<file path="src/rtl/afrf_pkg.sv">
`default_nettype none

package afrf_pkg;

  localparam int TIME_FRAC_BITS_DEF = 16;

  localparam int FRAME_W   = 36;
  localparam int SETTLE_W  = 36;
  localparam int ELAPSED_W = 37;
  localparam int FPS_W     = 32;
  localparam int GATE_W    = 61;
  localparam int GATE_FRAC = 24;
  localparam int ALPHA_FRAC = 30;
  localparam int FPS_FRAC  = 12;
  localparam int QUO_W     = 64;
  localparam int MA_W      = 64;
  localparam int MB_W      = 31;
  localparam int GMAG_W    = 41;
  localparam int W_W       = 45;
  localparam int TAU_W     = 30;
  localparam int BETA_SHIFT = 16;

  localparam logic [FRAME_W-1:0]  MAX_FRAME_NS = 36'd10000000000;
  localparam logic [TAU_W-1:0]    TAU_GATE_NS  = 30'd318309886;
  localparam logic [W_W-1:0]      W_BASE       = 45'd15812154;
  localparam logic [MB_W-1:0]     W_BETA_Q16   = 31'd1441212;
  localparam logic [GMAG_W-1:0]   GATE_CAP     = 41'h100_0000_0000;
  localparam logic [53:0]         TAU_NUM      = 54'd16777216000000000;
  localparam logic [29:0]         ONE_SEC_NS   = 30'd1000000000;
  localparam logic [SETTLE_W-1:0] SETTLE_RST   = 36'd1000000000;

  typedef enum logic [4:0] {
    S_IDLE,
    S_PREP,
    S_SEED,
    S_REL_GO,
    S_REL_WT,
    S_AG_GO,
    S_AG_WT,
    S_GD_PRE,
    S_GD_GO,
    S_GD_WT,
    S_W_GO,
    S_W_WT,
    S_TAU_GO,
    S_TAU_WT,
    S_AF_GO,
    S_AF_WT,
    S_FT_GO,
    S_FT_WT,
    S_FPS_GO,
    S_FPS_WT,
    S_OUT
  } afrf_state_e;

endpackage

`default_nettype wire

</file>
<file path="src/rtl/afrf_div.sv">
`default_nettype none

module afrf_div import afrf_pkg::*; #(
  parameter int NUM_W = 76,
  parameter int DEN_W = 53
) (
  input  wire logic             clk_i,
  input  wire logic             rst_ni,
  input  wire logic             start_i,
  input  wire logic [NUM_W-1:0] num_i,
  input  wire logic [DEN_W-1:0] den_i,
  output logic                  done_o,
  output logic [QUO_W-1:0]      quo_o
);

  localparam int CNT_W = $clog2(NUM_W + 1);

  logic [NUM_W-1:0] num_q;
  logic [DEN_W-1:0] den_q, rem_q, rem_d;
  logic [QUO_W-1:0] quo_q;
  logic [CNT_W-1:0] cnt_q;
  logic             busy_q, done_q;
  logic [DEN_W:0]   rem_sh, sub;
  logic             ge;

  // one quotient bit per cycle, restoring
  always_comb begin
    rem_sh = {rem_q, num_q[NUM_W-1]};
    sub    = rem_sh - {1'b0, den_q};
    ge     = rem_sh >= {1'b0, den_q};
    rem_d  = ge ? sub[DEN_W-1:0] : rem_sh[DEN_W-1:0];
  end

  always_ff @(posedge clk_i or negedge rst_ni) begin
    if (!rst_ni) begin
      busy_q <= 1'b0;
      done_q <= 1'b0;
      cnt_q  <= '0;
    end else begin
      done_q <= 1'b0;
      if (start_i) begin
        busy_q <= 1'b1;
        cnt_q  <= CNT_W'(NUM_W);
      end else if (busy_q) begin
        cnt_q <= cnt_q - 1'b1;
        if (cnt_q == CNT_W'(1)) begin
          busy_q <= 1'b0;
          done_q <= 1'b1;
        end
      end
    end
  end

  always_ff @(posedge clk_i) begin
    if (start_i) begin
      num_q <= num_i;
      den_q <= den_i;
      rem_q <= '0;
      quo_q <= '0;
    end else if (busy_q) begin
      num_q <= {num_q[NUM_W-2:0], 1'b0};
      rem_q <= rem_d;
      quo_q <= {quo_q[QUO_W-2:0], ge};
    end
  end

  assign done_o = done_q;
  assign quo_o  = quo_q;

endmodule

`default_nettype wire

</file>
<file path="src/rtl/afrf_mul.sv">
`default_nettype none

module afrf_mul import afrf_pkg::*; (
  input  wire logic                 clk_i,
  input  wire logic                 rst_ni,
  input  wire logic                 start_i,
  input  wire logic [MA_W-1:0]      a_i,
  input  wire logic [MB_W-1:0]      b_i,
  output logic                      done_o,
  output logic [MA_W+MB_W-1:0]      prod_o
);

  localparam int PW    = MA_W + MB_W;
  localparam int CNT_W = $clog2(MB_W + 1);

  logic [MA_W-1:0]  a_q;
  logic [MB_W-1:0]  b_q;
  logic [PW-1:0]    acc_q, acc_d;
  logic [CNT_W-1:0] cnt_q;
  logic             busy_q, done_q;

  // msb first shift and add, one multiplier bit per cycle
  assign acc_d = {acc_q[PW-2:0], 1'b0} + (b_q[MB_W-1] ? PW'(a_q) : PW'(0));

  always_ff @(posedge clk_i or negedge rst_ni) begin
    if (!rst_ni) begin
      busy_q <= 1'b0;
      done_q <= 1'b0;
      cnt_q  <= '0;
    end else begin
      done_q <= 1'b0;
      if (start_i) begin
        busy_q <= 1'b1;
        cnt_q  <= CNT_W'(MB_W);
      end else if (busy_q) begin
        cnt_q <= cnt_q - 1'b1;
        if (cnt_q == CNT_W'(1)) begin
          busy_q <= 1'b0;
          done_q <= 1'b1;
        end
      end
    end
  end

  always_ff @(posedge clk_i) begin
    if (start_i) begin
      a_q   <= a_i;
      b_q   <= b_i;
      acc_q <= '0;
    end else if (busy_q) begin
      acc_q <= acc_d;
      b_q   <= {b_q[MB_W-2:0], 1'b0};
    end
  end

  assign done_o = done_q;
  assign prod_o = acc_q;

endmodule

`default_nettype wire

</file>
<file path="src/rtl/adaptive_frame_rate_filter_core.sv">
`default_nettype none

// Adaptive frame rate filter: each input word is one frame duration in ns, each output
// word the frames per second (unsigned Q20.12, saturated) and a settled flag. A frame
// over 10 s clears the filter. Until settle_ns of frame time has accumulated, the frame
// time is seeded directly and the rate reads zero. Frames are handled one at a time:
// an unsettled frame is only seeded, the settling frame also runs the rate division,
// and a settled frame runs five divisions and three multiplications. N = 60 +
// TIME_FRAC_BITS is the bit length of the shared bit-serial divider; the multiplier
// is a 31-step shift-add unit. The next frame is taken as soon as the result is in
// the output register.

module adaptive_frame_rate_filter_core import afrf_pkg::*; #(
  parameter int TIME_FRAC_BITS = TIME_FRAC_BITS_DEF
) (
  input  wire logic                clk_i,
  input  wire logic                rst_ni,
  input  wire logic                cfg_valid_i,
  output logic                     cfg_ready_o,
  input  wire logic [SETTLE_W-1:0] cfg_settle_ns_i,
  input  wire logic                in_valid_i,
  output logic                     in_ready_o,
  input  wire logic [FRAME_W-1:0]  frame_ns_i,
  output logic                     out_valid_o,
  input  wire logic                out_ready_i,
  output logic [FPS_W-1:0]         fps_value_o,
  output logic                     estimate_valid_o
);

  localparam int FT_W      = FRAME_W + TIME_FRAC_BITS;
  localparam int DIV_NUM_W = FT_W + GATE_FRAC;
  localparam int DEN_W     = FT_W + 1;
  localparam int PW        = MA_W + MB_W;

  afrf_state_e state_q, state_d;

  logic [SETTLE_W-1:0]  settle_q;
  logic [FRAME_W-1:0]   ns_q, dt_q;
  logic [FT_W-1:0]      ft_q, diff_q;
  logic [GATE_W-1:0]    gate_q;
  logic [ELAPSED_W-1:0] elapsed_q;
  logic                 settled_q;
  logic                 rel_neg_q;
  logic [QUO_W-1:0]     rel_q, d_q;
  logic [MB_W-1:0]      alpha_q;
  logic [W_W-1:0]       w_q;
  logic [TAU_W-1:0]     tau_q;
  logic [FPS_W-1:0]     res_fps_q, out_fps_q;
  logic                 res_est_q, out_est_q, out_valid_q;

  logic                 div_start, div_done, mul_start, mul_done;
  logic [DIV_NUM_W-1:0] div_num;
  logic [DEN_W-1:0]     div_den;
  logic [QUO_W-1:0]     quo;
  logic [MA_W-1:0]      mul_a;
  logic [MB_W-1:0]      mul_b;
  logic [PW-1:0]        prod;

  logic [FT_W-1:0]      dt_fx, ft_w, diff_c;
  logic                 ft_lt;
  logic [GATE_W-1:0]    gabs;
  logic [GMAG_W-1:0]    gcap;
  logic [ELAPSED_W:0]   el_sum;
  logic                 out_free;

  always_comb begin
    dt_fx  = FT_W'(dt_q) << TIME_FRAC_BITS;
    ft_w   = (ft_q == '0) ? FT_W'(1) : ft_q;
    ft_lt  = dt_fx < ft_w;
    diff_c = ft_lt ? (ft_w - dt_fx) : (dt_fx - ft_w);
    gabs   = gate_q[GATE_W-1] ? (GATE_W'(0) - gate_q) : gate_q;
    gcap   = (gabs > GATE_W'(GATE_CAP)) ? GATE_CAP : gabs[GMAG_W-1:0];
    el_sum = {1'b0, elapsed_q} + (ELAPSED_W+1)'(ns_q);
  end

  assign out_free = !out_valid_q || out_ready_i;

  always_ff @(posedge clk_i or negedge rst_ni) begin
    if (!rst_ni) begin
      state_q <= S_IDLE;
    end else begin
      state_q <= state_d;
    end
  end

  always_comb begin
    state_d    = state_q;
    in_ready_o = 1'b0;
    div_start  = 1'b0;
    mul_start  = 1'b0;
    div_num    = '0;
    div_den    = '0;
    mul_a      = '0;
    mul_b      = '0;
    case (state_q)
      S_IDLE: begin
        in_ready_o = 1'b1;
        if (in_valid_i) state_d = S_PREP;
      end
      S_PREP: begin
        state_d = (ns_q > MAX_FRAME_NS) ? S_OUT : S_SEED;
      end
      S_SEED: begin
        if (settled_q) begin
          state_d = S_REL_GO;
        end else begin
          state_d = ({1'b0, settle_q} <= elapsed_q) ? S_FPS_GO : S_OUT;
        end
      end
      S_REL_GO: begin
        div_start = 1'b1;
        div_num   = {diff_c, GATE_FRAC'(0)};
        div_den   = DEN_W'(ft_w);
        state_d   = S_REL_WT;
      end
      S_REL_WT: if (div_done) state_d = S_AG_GO;
      S_AG_GO: begin
        div_start = 1'b1;
        div_num   = DIV_NUM_W'(dt_q) << ALPHA_FRAC;
        div_den   = DEN_W'(dt_q) + DEN_W'(TAU_GATE_NS);
        state_d   = S_AG_WT;
      end
      S_AG_WT: if (div_done) state_d = S_GD_PRE;
      S_GD_PRE: state_d = S_GD_GO;
      S_GD_GO: begin
        mul_start = 1'b1;
        mul_a     = d_q[QUO_W-1] ? (QUO_W'(0) - d_q) : d_q;
        mul_b     = alpha_q;
        state_d   = S_GD_WT;
      end
      S_GD_WT: if (mul_done) state_d = S_W_GO;
      S_W_GO: begin
        mul_start = 1'b1;
        mul_a     = MA_W'(gcap);
        mul_b     = W_BETA_Q16;
        state_d   = S_W_WT;
      end
      S_W_WT: if (mul_done) state_d = S_TAU_GO;
      S_TAU_GO: begin
        div_start = 1'b1;
        div_num   = DIV_NUM_W'(TAU_NUM);
        div_den   = DEN_W'(w_q);
        state_d   = S_TAU_WT;
      end
      S_TAU_WT: if (div_done) state_d = S_AF_GO;
      S_AF_GO: begin
        div_start = 1'b1;
        div_num   = DIV_NUM_W'(dt_q) << ALPHA_FRAC;
        div_den   = DEN_W'(dt_q) + DEN_W'(tau_q);
        state_d   = S_AF_WT;
      end
      S_AF_WT: if (div_done) state_d = S_FT_GO;
      S_FT_GO: begin
        mul_start = 1'b1;
        mul_a     = MA_W'(diff_q);
        mul_b     = alpha_q;
        state_d   = S_FT_WT;
      end
      S_FT_WT: if (mul_done) state_d = S_FPS_GO;
      S_FPS_GO: begin
        div_start = 1'b1;
        div_num   = DIV_NUM_W'(ONE_SEC_NS) << (TIME_FRAC_BITS + FPS_FRAC);
        div_den   = DEN_W'(ft_q);
        state_d   = S_FPS_WT;
      end
      S_FPS_WT: if (div_done) state_d = S_OUT;
      S_OUT: if (out_free) state_d = S_IDLE;
      default: state_d = S_IDLE;
    endcase
  end

  // filter state, config and output control
  always_ff @(posedge clk_i or negedge rst_ni) begin
    if (!rst_ni) begin
      settle_q    <= SETTLE_RST;
      ft_q        <= '0;
      gate_q      <= '0;
      elapsed_q   <= '0;
      settled_q   <= 1'b0;
      out_valid_q <= 1'b0;
    end else begin
      if (cfg_valid_i) settle_q <= cfg_settle_ns_i;
      if (out_ready_i) out_valid_q <= 1'b0;
      case (state_q)
        S_PREP: begin
          if (ns_q > MAX_FRAME_NS) begin
            ft_q      <= '0;
            gate_q    <= '0;
            elapsed_q <= '0;
            settled_q <= 1'b0;
          end else begin
            elapsed_q <= el_sum[ELAPSED_W] ? '1 : el_sum[ELAPSED_W-1:0];
          end
        end
        S_SEED: begin
          if (!settled_q) begin
            ft_q      <= dt_fx;
            gate_q    <= '0;
            settled_q <= {1'b0, settle_q} <= elapsed_q;
          end
        end
        S_REL_GO: ft_q <= ft_w;
        S_GD_WT: begin
          if (mul_done) begin
            gate_q <= d_q[QUO_W-1] ? gate_q - prod[ALPHA_FRAC +: GATE_W]
                                   : gate_q + prod[ALPHA_FRAC +: GATE_W];
          end
        end
        S_FT_WT: begin
          if (mul_done) begin
            ft_q <= rel_neg_q ? ft_q - prod[ALPHA_FRAC +: FT_W]
                              : ft_q + prod[ALPHA_FRAC +: FT_W];
          end
        end
        S_OUT: if (out_free) out_valid_q <= 1'b1;
        default: ;
      endcase
    end
  end

  always_ff @(posedge clk_i) begin
    case (state_q)
      S_IDLE: if (in_valid_i) ns_q <= frame_ns_i;
      S_PREP: begin
        dt_q      <= (ns_q == '0) ? FRAME_W'(1) : ns_q;
        res_fps_q <= '0;
        res_est_q <= 1'b0;
      end
      S_REL_GO: begin
        rel_neg_q <= ft_lt;
        diff_q    <= diff_c;
      end
      S_REL_WT: if (div_done) rel_q <= rel_neg_q ? (QUO_W'(0) - quo) : quo;
      S_AG_WT:  if (div_done) alpha_q <= quo[MB_W-1:0];
      S_GD_PRE: d_q <= rel_q - {{(QUO_W-GATE_W){gate_q[GATE_W-1]}}, gate_q};
      S_W_WT:   if (mul_done) w_q <= W_BASE + prod[BETA_SHIFT +: W_W];
      S_TAU_WT: if (div_done) tau_q <= quo[TAU_W-1:0];
      S_AF_WT:  if (div_done) alpha_q <= quo[MB_W-1:0];
      S_FPS_WT: begin
        // a zero frame time divides to all ones and saturates
        if (div_done) begin
          res_fps_q <= (quo[QUO_W-1:FPS_W] != '0) ? '1 : quo[FPS_W-1:0];
          res_est_q <= 1'b1;
        end
      end
      S_OUT: begin
        if (out_free) begin
          out_fps_q <= res_fps_q;
          out_est_q <= res_est_q;
        end
      end
      default: ;
    endcase
  end

  afrf_div #(
    .NUM_W (DIV_NUM_W),
    .DEN_W (DEN_W)
  ) u_div (
    .clk_i   (clk_i),
    .rst_ni  (rst_ni),
    .start_i (div_start),
    .num_i   (div_num),
    .den_i   (div_den),
    .done_o  (div_done),
    .quo_o   (quo)
  );

  afrf_mul u_mul (
    .clk_i   (clk_i),
    .rst_ni  (rst_ni),
    .start_i (mul_start),
    .a_i     (mul_a),
    .b_i     (mul_b),
    .done_o  (mul_done),
    .prod_o  (prod)
  );

  assign cfg_ready_o      = 1'b1;
  assign out_valid_o      = out_valid_q;
  assign fps_value_o      = out_fps_q;
  assign estimate_valid_o = out_est_q;

  a_zero_when_unsettled: assert property (@(posedge clk_i) disable iff (!rst_ni)
    out_valid_o && !estimate_valid_o |-> fps_value_o == '0)
    else $error("rate word nonzero without a settled estimate");

  a_one_at_a_time: assert property (@(posedge clk_i) disable iff (!rst_ni)
    in_valid_i && in_ready_o |=> !in_ready_o)
    else $error("second frame taken while one is in flight");

  a_settled_ft_nonzero: assert property (@(posedge clk_i) disable iff (!rst_ni)
    settled_q |-> ft_q != '0)
    else $error("settled with zero frame time");

  a_gate_clear_unsettled: assert property (@(posedge clk_i) disable iff (!rst_ni)
    !settled_q |-> gate_q == '0)
    else $error("deviation gate nonzero before settling");

  a_no_start_overlap: assert property (@(posedge clk_i) disable iff (!rst_ni)
    div_start |=> !div_start && !mul_start)
    else $error("arithmetic unit restarted while busy");

endmodule

`default_nettype wire

</file>
<file path="config.mk">
export PLATFORM = sky130hd
export DESIGN_NAME = adaptive_frame_rate_filter_core
export DESIGN_NICKNAME = d
export VERILOG_FILES = /design/src/rtl/afrf_pkg.sv /design/src/rtl/afrf_div.sv /design/src/rtl/afrf_mul.sv /design/src/rtl/adaptive_frame_rate_filter_core.sv
export SDC_FILE = /design/constraint.sdc
export NUM_CORES = 2
export LEC_CHECK = 0
export ABC_AREA = 1
export ABC_CLOCK_PERIOD_IN_PS = 5890
export BUFFER_PORTS_ARGS = -buffer_cell sky130_fd_sc_hd__buf_2
export CORE_MARGIN = 2
export CORE_UTILIZATION = 40
export CTS_BUF_LIST = sky130_fd_sc_hd__clkbuf_2
export DETAILED_ROUTE_END_ITERATION = 6
export HOLD_SLACK_MARGIN = 0.08
export PLACE_DENSITY = 0.53
export SYNTH_ARGS = -nofsm -noshare
export SYNTH_HDL_FRONTEND = slang
export SYNTH_SLANG_ARGS = --single-unit
</file>
<file path="constraint.sdc">
create_clock -name clk_i -period 5.89 [get_ports clk_i]
set_input_delay 0.2945 -clock clk_i [delete_from_list [all_inputs] [get_ports clk_i]]
set_output_delay 0.2945 -clock clk_i [all_outputs]
set_load 0.05 [all_outputs]
</file>
==> out/qor.yml <==
areaGrowthSynthToFinish_pct: 11.54
num_rows: 167
design_area_mm2: 0.09236
core-area_mm2: 0.2064
wl_per_cell_um: 28.10
antenna_left: 0
fin_crit_ns: 5.466
track_usage_pct: 39.65
setup_tns_ns: 0
clkTransAtPathRegs_ns: 0.13
htree_levels: 5
status: "complete, but fails checks"
cp-start-kind: "flop"
hp-class: "in -> reg"
fillers: 21690
placed_cell_area_mm2: 0.08675
cts_root_buffer: "clkbuf_2"
hold_viol: 0
cts_resized: 0
synthTopCellsByArea: "edfxtp_1, nand2_1, inv_1"
drv_cap: 0
grt_max_degree: 120
grtUsageMet2_pct: 56.69
fin_crit_sh_pct: 92.80
synth_edf_count: 624
synth_ff_type: "edfxtp_1"
cp_max_fo: 10
floorplan.initialDensity_pct: 40.11
grtUsageMet1_pct: 56.19
io-pin-count: 113
synth_warnings: 0
rsz0062_at_grt: "false"
nets: 12950
cp.required_ns: 7.60
cts_tree: "yes"
synth_area_leader_cell: "edfxtp_1"
clk_path_buf_depth: 4
cts.sinks: 1041
hold_slack_ns: 0.2588
die_h_um: 459.0
setup_viol: 0
portBuffers: 111
relSlewSlack_pct: 10.34
drive_gt1_share_pct: 8.172
area.sequential_mm2: 0.02815
routed_wirelength_um: 431400
post-route-drc-count: 5
cp-end-kind: "flop"
timing.fmax_mhz: 182.9
grt_pass1_wl_um: 601100
drt_iter0_drc: 11820
antenna_found_initial: 33
via_count: 89220
ys_ff_latch: 1041
gr-usage-met3_pct: 9.879
overflow: 0
worstPathArrival_ns: 7.18
ir_drop_uv: 621.0
syn-mean-instance-area_um2: 6.968
p_leak_nw: 41.85
clk_latency_ns: 1.93
place_hpwl_um: 350900
criticalPathCategory: "reg -> reg"
violations: "design-rule violations"
tightest_slew_ns: 1.333
syn_area_mm2: 0.08280
cts_made_buffers: 321
synth.distinct_cells: 82
gp_congestion: 1.113
drv_slew: 0
die-area_mm2: 0.2107
synthCells: 11880
synth_top_area_share_pct: 22.63
p_per_area_mw_per_mm2: 522.1
post-route-util_pct: 44.74
drt_pre_antenna_iters: 7
multi_input_area_mm2: 0.04690
vias_per_cell: 5.812
async_reset_ff_share_pct: 20.08
grt_most_used_layer: "met2"
grt_pass1_vias: 82690
die_x_um: 459.0
skew_ns: 0.2350
p_total_w: 0.04822
ys_seq_area_share_pct: 34.00
syn_nets: 12440
postCtsSetupBuffers: 0
[state kept, by name, indices dropped and copies added, names as in the netlist, 37 cells and up]
signal,count
d_q,64
ft_q,52
diff_q,52
u_div.rem_q,53
elapsed_q,37
u_div.num_q,52
u_div.den_q,52
w_q,45
u_div.quo_o,64
rel_q,64
gate_q,61
u_mul.a_q,64
u_mul.prod_o,91
[kinds of logic (layout without fill, tap and decap cells)]
family	count (synthesis)	in the layout	share of synthesized area [%]
xor gates and xnor gates	422	422	4.464
DFF	1041	1041	34.00
AOI/OAI and AO/OA	2575	2575	17.48
and+or+nand+nor	5285	5285	26.71
adders and majority gates	482	482	7.347
muxes	36	36	0.4881
buffers and inverters	2041	2787	9.512
other	1	18	0.004529
[critical path: stages, from the launching register on]
cell and delay (ns):
dfxtp_1 0.49, nor3_4 0.23, nand2_1 0.19, nor3_2 0.26
nand3_2 0.17, nor2_2 0.18, nand2_1 0.12, nor2_2 0.16
nand2_2 0.09, xor2_1 0.16, o21ai_0 0.52, buf_4 0.24
ha_1 0.32, inv_1 0.16, o21ai_0 0.14, a21oi_1 0.28
o21ai_0 0.23, a21oi_1 0.31, nand3_1 0.22, o21ai_0 0.52
nand3b_1 0.13, nand2_1 0.08, o21ai_0 0.09
[cells in the mapped netlist (25+ instances only)]
| cell type | number |
|---|---|
| o21ai_1 | 47 |
| nor3_1 | 163 |
| o21a_1 | 41 |
| a31oi_1 | 110 |
| o21ai_0 | 919 |
| a21o_1 | 71 |
| nor2_2 | 32 |
| inv_1 | 1645 |
| a21boi_0 | 37 |
| nand4_1 | 147 |
| mux2_2 | 35 |
| buf_2 | 67 |
| xnor2_1 | 97 |
| nand2_1 | 2678 |
| clkbuf_1 | 250 |
| edfxtp_1 | 624 |
| ha_1 | 475 |
| nand3b_1 | 27 |
| o22ai_1 | 88 |
| nor2_1 | 1433 |
| dfrtp_1 | 196 |
| nor4_1 | 77 |
| xor2_1 | 325 |
| o211ai_1 | 103 |
| or2_2 | 35 |
| nand3_1 | 595 |
| a221oi_1 | 25 |
| o21bai_1 | 65 |
| dfxtp_1 | 208 |
| a21oi_1 | 941 |
[final timing paths]
| kind | end | start | cells past startpoint | slack [ns] |
|---|---|---|---|---|
| hold / removal | settle_q[29] | cfg_settle_ns_i[29] | 5 | 0.26 |
| hold reg to reg | fps_value_o[17] | res_fps_q[17] | 0 | 0.32 |
| max in group asynchronous | ft_q[5] | rst_ni | 7 | 3.58 |
| setup reg to reg | ft_q[36] | u_mul.prod_o[32] | 22 | 0.42 |
| min in group asynchronous | ft_q[49] | rst_ni | 6 | 0.84 |
| setup / recovery | ft_q[36] | u_mul.prod_o[32] | 22 | 0.42 |
[cells in the final DEF (no fill, tap or decap), types with 37 or more instances in the layout]
master         instances
nand3_1              595
nand2_1             2676
nor2_1              1426
nor4_1                76
o21a_1                41
clkbuf_2             486
ha_1                 475
dfrtp_1              194
nor3_1               161
edfxtp_1             624
clkinv_1              47
a21o_1                71
a21oi_1              940
buf_4                169
a21boi_0              37
dlygate4sd3_1        258
o21ai_1               49
xnor2_1               97
dfxtp_1              208
nand4_1              147
o21ai_0              916
o22ai_1               88
a31oi_1              110
xor2_1               325
o211ai_1             103
inv_1               1642
o21bai_1              65
buf_2                110
[metrics by stage]
step                      cells  setup WS (ns)
after CTS                 15330         0.6107
after global routing      15340         0.3980
after detailed placement  14510         0.6366
after floorplan           11880         0.2369
final                     15350         0.4240
after global placement    14510         0.6367
[per-layer routing]
layer  routed length (um)  part of all wire (%)
met1               187800                    44
met2               174100                    40
met3                47500                    11
met4                21860                   5.1
met5                  137                 0.032
[power by group]
part	switching, W	internal, W
logic	0.0213	0.00828
registers	0.00209	0.0104
clock network	0.00365	0.00254
[layout make-up]
| type | instances | share of cell area, % |
|---|---|---|
| well taps | 2704 | 3.663 |
| repair buffers | 547 | 4.985 |
| diodes | 17 | 0.04606 |
| inverters | 1679 | 6.837 |
| clock inverters | 75 | 0.5717 |
| multi-input cells | 8801 | 50.78 |
| flip-flops and latches | 1041 | 30.48 |
| clock buffers | 486 | 2.634 |
[what timing repair did]
action	4_1_cts	5_1_grt
hold endpoints to repair	356	0
hold buffers	259	0
endpoints found under the setup margin	0	0
Power figures use the tool's default switching activity.
